File: config.mk
export PLATFORM = sky130hd
export DESIGN_NAME = fspp_div
export DESIGN_NICKNAME = d
export VERILOG_FILES = /design/src/design/fspp_div.sv
export SDC_FILE = /design/constraint.sdc
export NUM_CORES = 1
export LEC_CHECK = 0
export BUFFER_PORTS_ARGS = -buffer_cell sky130_fd_sc_hd__buf_2
export CORE_UTILIZATION = 49
export DETAILED_ROUTE_END_ITERATION = 8
export MAX_ROUTING_LAYER = met4
export PLACE_DENSITY = 0.77
export SLEW_MARGIN = 20
export SYNTH_ARGS = -nofsm -noshare
export SYNTH_HDL_FRONTEND = slang
export SYNTH_SLANG_ARGS = --single-unit
File: constraint.sdc
create_clock -name clk -period 5.8 [get_ports clk]
set_clock_uncertainty 0.1 [all_clocks]
set_input_delay 0.29 -clock clk [delete_from_list [all_inputs] [get_ports clk]]
set_output_delay 0.29 -clock clk [all_outputs]
set_load 0.03 [all_outputs]
File: src/design/fspp_div.sv
// Restoring divider, one quotient bit per cycle, shared by tick and slice math.
// Depends on nothing beyond its parameters.
`timescale 1ns / 1ps
module fspp_div #(
	parameter int W = 32
) (
	input  logic         clk,
	input  logic         arst_n,
	input  logic         start,
	input  logic [W-1:0] dividend,
	input  logic [W-1:0] divisor,
	output logic         done,
	output logic [W-1:0] quotient
);
	localparam int CW = $clog2(W + 1);
	logic [W-1:0] quo_q;
	logic [W-1:0] rem_q;
	logic [W-1:0] dsr_q;
	logic [CW-1:0] cnt_q;
	logic busy_q;
	logic [W:0] trial;

	assign trial = {rem_q, quo_q[W-1]} - {1'b0, dsr_q};
	assign quotient = quo_q;

	// shift-subtract step
	always_ff @(posedge clk or negedge arst_n) begin
		if (!arst_n) begin
			busy_q <= 1'b0;
			done <= 1'b0;
			cnt_q <= '0;
		end else begin
			done <= 1'b0;
			if (start) begin
				busy_q <= 1'b1;
				quo_q <= dividend;
				rem_q <= '0;
				dsr_q <= divisor;
				cnt_q <= CW'(W);
			end else if (busy_q) begin
				if (trial[W]) begin
					rem_q <= {rem_q[W-2:0], quo_q[W-1]};
					quo_q <= {quo_q[W-2:0], 1'b0};
				end else begin
					rem_q <= trial[W-1:0];
					quo_q <= {quo_q[W-2:0], 1'b1};
				end
				cnt_q <= cnt_q - 1'b1;
				if (cnt_q == CW'(1)) begin
					busy_q <= 1'b0;
					done <= 1'b1;
				end
			end
		end
	end
endmodule

Yosys cells after proc, flatten, opt, wreduce, memory -nomap -nowiden --
Index checks and enable logic that the tools add are counted.
Word-level totals: bits in registers 104, logic and storage cells 25, input bits 67, output and inout bits 33
Operators by class: eq/ne operators 1, mux-type cells 13, reduce and logical (&&, ||, !) cells 3, add/subtract/negate cells 2
Operators with widths (count):
- $mux W32 | 4
- $sub A33 B32 Y33 | 1
- $mux W6 | 2
- $mux W1 | 7
- $eq A6 B1 Y1 const B | 1
- $sub A6 B1 Y6 const B | 1
- $reduce_and A2 Y1 | 2
- $reduce_bool A2 Y1 | 1

Longest topological paths before layout --
Gate-level depths: netlist of run 1.
depth in word-level cells 4, gate-level depth with buffers 15, gate-level depth less buffers 12

Worst setup path after synthesis of run 1 --
Ideal clock, no wire load.
path type flip-flop to flip-flop, start register quo_q[31], in the netlist quotient[31], end register rem_q[26] (data pin), setup slack 2.351 ns, period minus slack after synthesis 3.449 ns, arrival time 3.094 ns, library setup time 0.255 ns, required time 5.445 ns, path buffers 2, stages on the path, launching flop included 15, path through edfxtp_1 inv_1 ha_1 fa_1 nand2b_1 a211oi_2 o21ai_1 o21ai_2 o21ai_4 o31a_1 and2_1 buf_6 buf_6 a32o_1 a31o_1
On the way: cells in the longest elaborated chain, start to end 3
RTL lines:
- from (decl) | RTL line 16 | logic [W-1:0] quo_q;
- from (signal assigned) | RTL line 36 | quo_q <= dividend;
- from (signal assigned) | RTL line 43 | quo_q <= {quo_q[W-2:0], 1'b0};
- from (signal assigned) | RTL line 46 | quo_q <= {quo_q[W-2:0], 1'b1};
- $sub A33 B32 Y33 | RTL line 23 | assign trial = {rem_q, quo_q[W-1]} - {1'b0, dsr_q};
- $mux W32 | RTL line 41 | if (trial[W]) begin
- $mux W32 | RTL line 40 | end else if (busy_q) begin
- to (signal assigned) | RTL line 42 | rem_q <= {rem_q[W-2:0], quo_q[W-1]};
- to (signal assigned) | RTL line 45 | rem_q <= trial[W-1:0];
- to (decl) | RTL line 17 | logic [W-1:0] rem_q;
No other way between the ends. A chain may end at the register's enable or synchronous reset.

Final worst setup path of run 1 --
start register quo_q[31], in the netlist quotient[31], end register rem_q[16] (data pin)
The elaborated chain is that of the path after synthesis.

==> results of run 1 <==
## cells by family (layout without fill, tap and decap cells)
logic type	after synthesis	in the layout	synth area share, %
and+or+nand+nor	149	149	11.1
AOI/OAI and AO/OA	137	137	15.1
DFF	104	104	48.5
buffers and inverters	74	191	5.08
muxes	53	53	8.95
adders and majority gates	35	35	7.00
xor gates and xnor gates	31	31	4.27
## power by group through the flow
stage	Sequential, mW	Clock [mW]	Combinational (mW)
2_1_floorplan	1.12	0	1.08
3_3_place_gp	1.12	0	1.28
6_report	1.11	0.588	1.35
4_1_cts	1.11	0.605	1.35
5_1_grt	1.13	0.635	1.49
3_5_place_dp	1.12	0	1.33
## state kept, by name (all words and copies together) (netlist names)
register	cells
dsr_q	32
quotient	32
done	1
rem_q	32
busy_q	1
cnt_q	6
## how the worst min path moves through the flow
stage                           end  depth (start not counted)  slack [ns]        start
final                      dsr_q[0]                          1        0.01   divisor[0]
after global placement         done                          2        0.30       arst_n
after CTS                 dsr_q[15]                          1       0.002  divisor[15]
after global routing      dsr_q[13]                          1       0.001  divisor[13]
after detailed placement       done                          2        0.30       arst_n
after floorplan              busy_q                          0       -0.11       arst_n
## worst reg2reg max path: stages, from the launching register on
cell      delay (ns)
edfxtp_1        0.36
inv_1           0.05
ha_1            0.21
fa_1            0.40
nand2b_1        0.19
a211oi_2        0.22
o21ai_1         0.15
o21ai_2         0.24
o21ai_4         0.12
a311oi_2        0.35
and2_1          0.45
buf_4           0.38
mux2i_1         0.24
a211oi_1        0.10
## per-stage QoR
step | utilization (%) | setup slack (ns)
global placement | 55.0 | 2.06
detailed placement | 55.0 | 1.92
global route | 59.6 | 1.66
floorplan | - | 2.35
CTS | 59.4 | 1.89
finish | 59.6 | 1.94
## layer usage
metal / global-route usage [%] / wire, µm / share of wire [%] / up-vias
met3: 5.28 / 728 / 5.4 / 25
li1: - / - / - / 2376
met1: 26.7 / 6000 / 44 / 2292
met2: 36.0 / 6530 / 48 / 158
met4: 8.89 / 310 / 2.3 / 0
met5: - / 0 / 0 / -
## area by class of cell
class	instances	area share, %
inverter	42	2.09
clock buffer	10	3.18
multi-input combinational	405	39.3
tap	172	2.86
sequential	104	41.0
timing repair buffer	133	10.9
clock inverter	6	0.632
## layout by cell type (no fill, tap or decap), drive strengths merged, types with 2 or more instances in the layout
master / Yosys / routed
and2b: 2 / 2
a21boi: 2 / 2
nand2: 33 / 33
a211oi: 32 / 32
nor2b: 2 / 2
and2: 6 / 6
a311oi: 6 / 6
or2: 4 / 4
mux2i: 22 / 22
and3: 6 / 6
nor2: 55 / 55
nand3b: 2 / 2
nand4: 4 / 4
nor3: 8 / 8
o21a: 3 / 3
clkbuf: 17 / 10
mux2: 31 / 31
nand2b: 6 / 6
nand3: 13 / 13
or3: 2 / 2
dlygate4sd3: 0 / 29
ha: 34 / 34
a21o: 9 / 9
nor4: 2 / 2
buf: 15 / 104
o2111ai: 3 / 3
edfxtp: 96 / 96
o31ai: 4 / 4
xnor2: 15 / 15
clkinv: 0 / 3
o21ai: 22 / 22
dfrtp: 8 / 8
a31oi: 2 / 2
o311ai: 2 / 2
inv: 42 / 45
o21bai: 3 / 3
a41oi: 2 / 2
a21oi: 37 / 37
xor2: 16 / 16
a31o: 2 / 2
## timing repair
action | CTS | global route
endpoints found under the hold margin | 33 | 3
resized for setup | 0 | 0
hold buffers | 26 | 3
==> results.tsv, run 1 <==
stage	metric	value	unit
synth	Synth async-reset ratio	7.69	%
sta	setup TNS	0	ns
power_and_ir_drop	total power	3.05	mW
power_and_ir_drop	maximum vdd drop	0.201	mV
worst_setup_path	crit end category	flop	
power_and_ir_drop	LEAKAGE	3.14	nW
finish	Antenna diodes	0	
placed_design	Detailed Place HPWL	9520	µm
sta	Rel. slew slack	39.2	%
worst_setup_path	R2R depth	13	
worst_setup_path	Worst path slowest cell	and2_1	
worst_setup_path	CP max FO	20	
placed_design	placed cell count	827	
worst_setup_path	largest stage delay on the critical path	0.45	ns
grt	total track usage	22.2	%
clock_network	clock root buffer	clkbuf_16	
sta	Max Clk Rate	259	MHz
drt	DR WL/cell	15.6	µm
worst_setup_path	r2r setup slk	1.94	ns
worst_setup_path	RR Endpoint	rem_q[16]	
placed_design	IO buf count	99	
worst_setup_path	startpoint types	flop	
worst_setup_path	Buf+Inv Stages, Crit Path	2	
sta	worst hold slack	0.0117	ns
synth	Post-synth top cells	edfxtp_1 (96), nor2_1 (55), inv_1 (42)	
sta	Final setup viols	0	
synth	post-synth top area share	45.3	%
sta	Period minus WS final	3.86	ns
clock_network	H-tree levels	3	
grt	initial antenna violation count	0	
synth	library cells used by synthesis	64	
clock_network	clk slew on worst S/H paths	0.07	ns
floorplanning	initial core utilization	50.4	%
sta	Worst-Margin Slew	0.913	ns
grt	global-route wire length before repair	22300	µm
finish	Seq. cell area	3090	µm²
worst_hold_path	Hold WC Path Type	in -> reg	
grt	largest net degree at the start of global routing	67	
finish	Final nets	797	
synth	syn_nets	685	
grt	grt ovf	0	
power_and_ir_drop	Clk pwr share	19.3	%
drt	Antenna Nets Post-Route	0	
synth	Synth Area per Inst	10.9	µm²
floorplanning	num ports	100	
clock_network	Skew-Pair Late Insertion Delay	0.36	ns
synth	Post-synth EDFFs	96	
synth	leading cell type by number of instances after synthesis	edfxtp_1	
clock_network	Clock Tree Buf Depth	2	
placed_design	Post-DP Area	6950	µm²
finish	layout cells sized above 1	23.6	%
power_and_ir_drop	sequential power share	36.4	%
synth	top_reg_cell synth	edfxtp_1	
clock_network	TritonCTS Buffers	9	
synth	dominant cell type by area after synthesis	edfxtp_1	
floorplanning	Die W	116	µm
synth	cell count after synthesis	583	
worst_setup_path	CP Launch Point	quotient[31]	
finish	cell area after layout	7530	µm²
synth	Mapped Area	6360	µm²
worst_setup_path	CP arrival	3.82	ns
job	# Max-Cap Violations	0	
finish	area occupied by multi-input gates	2960	µm²
power_and_ir_drop	net switching power	1.15	mW
sta	Slew Limit Fails	0	
sta	fin crit share	66.6	%
synth	Yosys reg bits	104	
finish	non-filler instance count after layout	872	
clock_network	Post-CTS Setup Inserts	0	
placed_design	global placement routability congestion	0.936	
power_and_ir_drop	Pint	1.90	mW
drt	Total Routed Length	13600	µm
grt	vias in the first global route	4786	
sta	unrepaired setup endpoints after global routing	false	
worst_setup_path	end of the critical path	rem_q[16]	
worst_setup_path	crit path kind	reg -> reg	
power_and_ir_drop	power share of the combinational group	44.3	%
drt	total number of vias	4851	
drt	# DRC	0	
drt	DR iter-0 viols	258	
worst_setup_path	CP cell instances	inv_1 > ha_1 > fa_1 > nand2b_1 > a211oi_2 > o21ai_1 > o21ai_2 > o21ai_4 > a311oi_2 > and2_1 > buf_4 > mux2i_1 > a211oi_1	
floorplanning	Core Area	12600	µm²
sta	final hold violation count	0	
synth	main area contributors after synthesis	edfxtp_1 (45%), ha_1 (6.7%), mux2_2 (5.5%)	
synth	sequential-to-total area share from yosys stat	48.5	%
floorplanning	Die ar.	13400	µm²
synth	Ys Warns	0	
worst_setup_path	Reg-to-Reg Start	quotient[31]	
power_and_ir_drop	PD cells	405	nW/µm²
finish	Layout area overhead	18.3	%
clock_network	CTS tree	done	
worst_setup_path	Crit path max-delay family	compound AO/OA/AOI/OAI gates	
floorplanning	Die Y-Extent	116	µm
floorplanning	row cnt	41	
drt	Vias/cell	5.56	
clock_network	clock sink count	104	
worst_setup_path	CP required	5.76	ns
finish	# fillers	1079	
power_and_ir_drop	sw frac	37.7	%
worst_setup_path	CP Depth	13	
drt	1st-pass router iterations	5	
run_status	status	finished, final reports clean	
Power figures use the tool's default switching activity.
==> run 2, diff against run 1 <==
--- a/config.mk
+++ b/config.mk
@@ -9,7 +9,7 @@
 export CORE_UTILIZATION = 49
 export DETAILED_ROUTE_END_ITERATION = 8
 export MAX_ROUTING_LAYER = met4
-export PLACE_DENSITY = 0.77
+export PLACE_DENSITY = 0.79
 export SLEW_MARGIN = 20
 export SYNTH_ARGS = -nofsm -noshare
 export SYNTH_HDL_FRONTEND = slang
==> constraint.sdc (replaced) <==
create_clock -name clk -period 3.4 [get_ports clk]
set_clock_uncertainty 0.1 [all_clocks]
set_input_delay 0.17 -clock clk [delete_from_list [all_inputs] [get_ports clk]]
set_output_delay 0.17 -clock clk [all_outputs]
set_load 0.03 [all_outputs]
==> run 2 against run 1 <==
Flip-flop and latch count is the same; critical path depth unchanged; via count is 1.9% higher; power rose by 75%; fmax rose by 18%; cell count increased by 2.6%; sequential power is 69% higher; clock-buffer cell count grew 1; combinational power is 84% higher.
==> results.tsv, run 2 (synthesis results as in run 1) <==
stage	metric	value	unit	change
run_status	status	finished, final reports clean		unchanged
sta	Period minus WS final	3.27	ns	was 3.86 ns
drt	total number of vias	4945		was 4851
worst_setup_path	Buf+Inv Stages, Crit Path	2		unchanged
clock_network	clock root buffer	clkbuf_16		unchanged
worst_setup_path	Worst path slowest cell	edfxtp_1		was and2_1
finish	Antenna diodes	0		unchanged
power_and_ir_drop	PD cells	689	nW/µm²	was 405 nW/µm²
worst_setup_path	CP required	3.41	ns	was 5.76 ns
drt	Vias/cell	5.53		was 5.56
worst_setup_path	startpoint types	flop		unchanged
grt	initial antenna violation count	0		unchanged
sta	Max Clk Rate	306	MHz	was 259 MHz
worst_setup_path	CP Launch Point	quotient[31]		unchanged
clock_network	H-tree levels	3		unchanged
worst_setup_path	R2R depth	13		unchanged
worst_setup_path	crit path kind	reg -> reg		unchanged
grt	global-route wire length before repair	23300	µm	was 22300 µm
sta	Final setup viols	0		unchanged
sta	fin crit share	96.1	%	was 66.6%
worst_setup_path	CP arrival	3.28	ns	was 3.82 ns
worst_setup_path	RR Endpoint	rem_q[10]		was rem_q[16]
finish	cell area after layout	7760	µm²	was 7530 µm²
sta	unrepaired setup endpoints after global routing	true		was false
sta	Slew Limit Fails	0		unchanged
sta	Rel. slew slack	64.3	%	was 39.2%
worst_setup_path	CP cell instances	inv_1 > ha_1 > fa_2 > nand2b_4 > a211oi_4 > o21ai_2 > o21ai_2 > o21ai_4 > o31a_1 > and2_4 > buf_4 > or3_1 > o2111a_1		was inv_1 > ha_1 > fa_1 > nand2b_1 > a211oi_2 > o21ai_1 > o21ai_2 > o21ai_4 > a311oi_2 > and2_1 > buf_4 > mux2i_1 > a211oi_1
drt	DR WL/cell	15.9	µm	was 15.6 µm
floorplanning	num ports	100		unchanged
clock_network	TritonCTS Buffers	9		unchanged
placed_design	Detailed Place HPWL	9870	µm	was 9520 µm
clock_network	clock sink count	104		unchanged
power_and_ir_drop	maximum vdd drop	0.425	mV	was 0.201 mV
worst_setup_path	crit end category	flop		unchanged
sta	final hold violation count	0		unchanged
placed_design	global placement routability congestion	0.947		was 0.936
drt	DR iter-0 viols	292		was 258
drt	1st-pass router iterations	4		was 5
worst_setup_path	CP max FO	7		was 20
worst_setup_path	Reg-to-Reg Start	quotient[31]		unchanged
placed_design	Post-DP Area	7020	µm²	was 6950 µm²
floorplanning	initial core utilization	50.4	%	unchanged
worst_hold_path	Hold WC Path Type	in -> reg		unchanged
power_and_ir_drop	LEAKAGE	3.24	nW	was 3.14 nW
grt	vias in the first global route	4939		was 4786
floorplanning	Die ar.	13400	µm²	unchanged
floorplanning	Die W	116	µm	unchanged
finish	Layout area overhead	22.1	%	was 18.3%
job	# Max-Cap Violations	0		unchanged
floorplanning	Core Area	12600	µm²	unchanged
worst_setup_path	Crit path max-delay family	compound AO/OA/AOI/OAI gates		unchanged
drt	# DRC	0		unchanged
grt	grt ovf	0		unchanged
finish	commonest non-fill, non-tap cell in the layout	buf_2		unchanged
finish	Finished Core Util	61.5	%	was 59.6%
clock_network	Skew-Pair Late Insertion Delay	0.36	ns	about the same
worst_setup_path	r2r setup slk	0.13	ns	was 1.94 ns
worst_setup_path	most used cell, CP	o21ai_2		
floorplanning	Die Y-Extent	116	µm	unchanged
grt	largest net degree at the start of global routing	38		was 67
clock_network	Clock Tree Buf Depth	2		unchanged
clock_network	Post-CTS Setup Inserts	0		unchanged
floorplanning	row cnt	41		unchanged
clock_network	CTS tree	done		unchanged
worst_setup_path	end of the critical path	rem_q[10]		was rem_q[16]
drt	Antenna Nets Post-Route	0		unchanged
finish	Final nets	820		was 797
grt	total track usage	23.2	%	was 22.2%
finish	layout cells sized above 1	25.0	%	was 23.6%
finish	most frequent cells in the layout	buf_2 (99), edfxtp_1 (96), nor2_1 (55)		unchanged
sta	Worst-Margin Slew	0.535	ns	was 0.913 ns
placed_design	IO buf count	99		unchanged
drt	Total Routed Length	14200	µm	was 13600 µm
worst_setup_path	largest stage delay on the critical path	0.37	ns	was 0.45 ns
worst_setup_path	CP Depth	13		unchanged
clock_network	clk slew on worst S/H paths	0.07	ns	about the same
==> run 2: cell count changes in the layout (fill, tap and decap cells not counted), moves of 2 or more <==
cell	delta
dlygate4sd3_1	+13
buf_4	+9
clkbuf_1	+2
clkinvlp_4	+2
==> run 2: metal layers <==
layer / global-route usage [%] / vias up / share of wire, %
met5: - / - / 0
met4: 6.67 / 0 / 1.4
met3: 5.23 / 14 / 5.2
met2: 39.4 / 150 / 50
met1: 27.5 / 2360 / 44
li1: - / 2421 / -
==> run 2: final cells by class <==
| class | instances | area, µm² |
|---|---|---|
| clock buffer | 11 | 233 |
| clock inverter | 5 | 41.3 |
| fill | 1056 | 4860 |
| inverter | 42 | 158 |
| multi-input combinational | 405 | 3000 |
| sequential | 104 | 3080 |
| tap | 172 | 215 |
| timing repair buffer | 156 | 1030 |
==> run 2: worst min-delay path by stage <==
stage	end	start	slack, ns	depth (start not counted)
after global placement	dsr_q[4]	divisor[4]	0.25	1
after floorplan	busy_q	arst_n	-0.23	0
after detailed placement	dsr_q[31]	divisor[31]	0.25	1
after global routing	quotient[4]	dividend[4]	0.0006	2
final	quotient[31]	dividend[31]	0.01	2
after CTS	quotient[6]	dividend[6]	0.0002	2
==> run 2: power breakdown <==
part | total [mW] | switching (mW) | internal [mW]
Sequential | 1.88 | 0.181 | 1.70
Combinational | 2.48 | 1.34 | 1.13
Clock | 0.990 | 0.485 | 0.504
==> run 2: per-stage QoR <==
stage | cells | power [mW] | setup slack (ns) | setup TNS (ns) | hold WS (ns)
floorplan | 583 | 3.76 | 0.0279 | 0 | -0.226
global route | 895 | 5.70 | -0.00206 | -0.00206 | 0.000623
global placement | 837 | 4.18 | 0.124 | 0 | 0.248
finish | 895 | 5.35 | 0.131 | 0 | 0.0111
detailed placement | 837 | 4.26 | 0.0348 | 0 | 0.248
CTS | 895 | 5.31 | 0.00399 | 0 | 0.000244
==> run 2: repair_timing <==
action,in CTS,in global routing
setup endpoints to repair,0,30
gates resized for setup,0,9
hold buffers,42,0
endpoints found under the hold margin,49,0
==> run 3, diff against run 2 <==
--- a/config.mk
+++ b/config.mk
@@ -6,10 +6,12 @@
 export NUM_CORES = 1
 export LEC_CHECK = 0
 export BUFFER_PORTS_ARGS = -buffer_cell sky130_fd_sc_hd__buf_2
-export CORE_UTILIZATION = 49
+export CELL_PAD_IN_SITES_DETAIL_PLACEMENT = 1
+export CELL_PAD_IN_SITES_GLOBAL_PLACEMENT = 1
+export CORE_UTILIZATION = 41
 export DETAILED_ROUTE_END_ITERATION = 8
 export MAX_ROUTING_LAYER = met4
-export PLACE_DENSITY = 0.79
+export PLACE_DENSITY = 0.83
 export SLEW_MARGIN = 20
 export SYNTH_ARGS = -nofsm -noshare
 export SYNTH_HDL_FRONTEND = slang
==> run 3 against run 2 <==
Via count increased by 2.6%; power increased by 5.0%; clock-buffer cell count decreased by 1; sequential power about the same; cell count increased by 2.8%; setup slack got worse by 0.042 ns; die area increased by 19%; flip-flop and latch count unchanged; combinational power increased by 7%; critical path depth unchanged; global-route usage decreased by 0.25 points; fmax decreased by 1.3%; largest power group unchanged; highest routed layer unchanged.
==> results.tsv, run 3 (synthesis results as in run 1) <==
stage	metric	value	unit	change
grt	vias in the first global route	5557		was 4939
power_and_ir_drop	total power	5.61	mW	was 5.35 mW
floorplanning	num ports	100		unchanged
sta	final hold violation count	0		unchanged
finish	Finished Core Util	52.3	%	was 61.5%
sta	Rel. slew slack	61.6	%	was 64.3%
sta	Slew Limit Fails	0		unchanged
worst_setup_path	CP max FO	15		was 7
worst_setup_path	crit end category	flop		unchanged
worst_hold_path	Hold Crit Start	dividend[17]		was dividend[31]
sta	Max Clk Rate	302	MHz	was 306 MHz
drt	DR WL/cell	18.4	µm	was 15.9 µm
drt	total number of vias	5073		was 4945
worst_setup_path	Reg-to-Reg Start	quotient[31]		unchanged
finish	commonest non-fill, non-tap cell in the layout	buf_2		unchanged
worst_hold_path	Hold WC Path Type	in -> reg		unchanged
sta	worst hold slack	0.00903	ns	was 0.0111 ns
clock_network	clock sink count	104		unchanged
sta	Worst-Margin Slew	0.576	ns	was 0.535 ns
finish	Seq. cell area	3080	µm²	unchanged
worst_setup_path	CP required	3.42	ns	was 3.41 ns
sta	fin crit share	97.4	%	was 96.1%
drt	DR iter-0 viols	191		was 292
drt	Antenna Nets Post-Route	0		unchanged
power_and_ir_drop	PD cells	709	nW/µm²	was 689 nW/µm²
worst_setup_path	CP arrival	3.34	ns	was 3.28 ns
worst_setup_path	largest stage delay on the critical path	0.36	ns	was 0.37 ns
drt	# DRC	0		unchanged
worst_setup_path	most used cell, CP	o21ai_2		unchanged
drt	Total Routed Length	16900	µm	was 14200 µm
finish	Final nets	829		was 820
finish	area occupied by multi-input gates	2990	µm²	was 3000 µm²
finish	layout cells sized above 1	25.3	%	was 25.0%
finish	# fillers	1643		was 1056
placed_design	IO buf count	99		unchanged
drt	1st-pass router iterations	4		unchanged
worst_setup_path	startpoint types	flop		unchanged
floorplanning	Die W	127	µm	was 116 µm
drt	Vias/cell	5.51		was 5.53
grt	grt ovf	0		unchanged
finish	Antenna diodes	0		unchanged
clock_network	clk slew on worst S/H paths	0.08	ns	was 0.07 ns
clock_network	H-tree levels	3		unchanged
grt	initial antenna violation count	0		unchanged
floorplanning	initial core utilization	42.0	%	was 50.4%
clock_network	CTS tree	done		unchanged
run_status	status	finished, final reports clean		unchanged
power_and_ir_drop	LEAKAGE	3.30	nW	was 3.24 nW
grt	largest net degree at the start of global routing	37		was 38
finish	most frequent cells in the layout	buf_2 (99), edfxtp_1 (96), nor2_1 (55)		unchanged
job	# Max-Cap Violations	0		unchanged
sta	Period minus WS final	3.31	ns	was 3.27 ns
finish	Layout area overhead	24.5	%	was 22.1%
sta	Final setup viols	0		unchanged
grt	global-route wire length before repair	27700	µm	was 23300 µm
floorplanning	Core Area	15100	µm²	was 12600 µm²
floorplanning	row cnt	45		was 41
power_and_ir_drop	maximum vdd drop	0.352	mV	was 0.425 mV
floorplanning	Die Y-Extent	127	µm	was 116 µm
placed_design	global placement routability congestion	0.882		was 0.947
clock_network	Clock Tree Buf Depth	2		unchanged
clock_network	Skew-Pair Late Insertion Delay	0.36	ns	about the same
placed_design	Detailed Place HPWL	11900	µm	was 9870 µm
worst_setup_path	CP cell instances	inv_1 > ha_1 > fa_2 > nand2b_1 > a211oi_2 > o21ai_2 > o21ai_2 > o21ai_4 > o31a_1 > and2_2 > clkbuf_16 > or3_1 > o2111a_1		was inv_1 > ha_1 > fa_2 > nand2b_4 > a211oi_4 > o21ai_2 > o21ai_2 > o21ai_4 > o31a_1 > and2_4 > buf_4 > or3_1 > o2111a_1
grt	total track usage	22.9	%	was 23.2%
worst_setup_path	Worst path slowest cell	edfxtp_1		unchanged
clock_network	clock root buffer	clkbuf_16		unchanged
floorplanning	Die ar.	16000	µm²	was 13400 µm²
clock_network	TritonCTS Buffers	9		unchanged
worst_setup_path	crit path kind	reg -> reg		unchanged
worst_setup_path	CP Launch Point	quotient[31]		unchanged
## run 3: per-layer routing
metal / global-route usage (%) / up-vias / share of wire, %
met5: - / - / 0
met4: 7.65 / 0 / 1.4
met3: 5.19 / 22 / 4.4
met2: 39.5 / 130 / 51
met1: 26.3 / 2489 / 43
li1: - / 2432 / -
## run 3: metrics by stage
step	instance area, µm²	worst slack [ns]	setup TNS [ns]	instances
2_1_floorplan	6360	0.0279	0	583
3_3_place_gp	7070	0.0964	0	853
3_5_place_dp	7070	0.0147	0	853
4_1_cts	7850	0.0308	0	917
5_1_grt	7920	-0.0429	-0.221	920
6_report	7920	0.0893	0	920
## run 3: worst paths after layout
path	end	slack [ns]	cells past startpoint
worst max-delay path	rem_q[10]	0.09	13
worst min-delay path	quotient[17]	0.009	2
worst max register to register	rem_q[10]	0.09	13
worst min register to register	cnt_q[5]	0.44	2
max in group asynchronous	done	2.28	3
min in group asynchronous	cnt_q[3]	0.16	2
## run 3: cell type report
class,count,area share (%)
clock inverter,6,0.869
sequential,104,39.0
timing repair buffer,165,14.5
tap,188,2.97
clock buffer,10,2.89
multi-input combinational,405,37.8
inverter,42,1.99
## run 3: report_power, final
part           leakage, nW  internal (mW)  total (mW)  switching, mW
registers             1.04           1.70        1.89          0.190
logic                 2.12           1.19        2.65           1.45
clock network        0.139          0.577        1.08          0.499
## run 3: critical path, delay by kind of cell (launching register included)
family	cells	cell delay, ns
DFF	1	0.36
and+or+nand+nor	3	0.77
adders and majority gates	2	0.58
AOI/OAI and AO/OA	6	1.03
buffers and inverters	2	0.23
## run 3: repair_timing
action / 4_1_cts / 5_1_grt
hold buffers: 47 / 0
gates cloned: 0 / 1
buffers inserted: 1 / 2
gates resized for setup: 2 / 5
pin swaps: 2 / 3
endpoints found under the setup margin: 2 / 31
endpoints found under the hold margin: 53 / 0
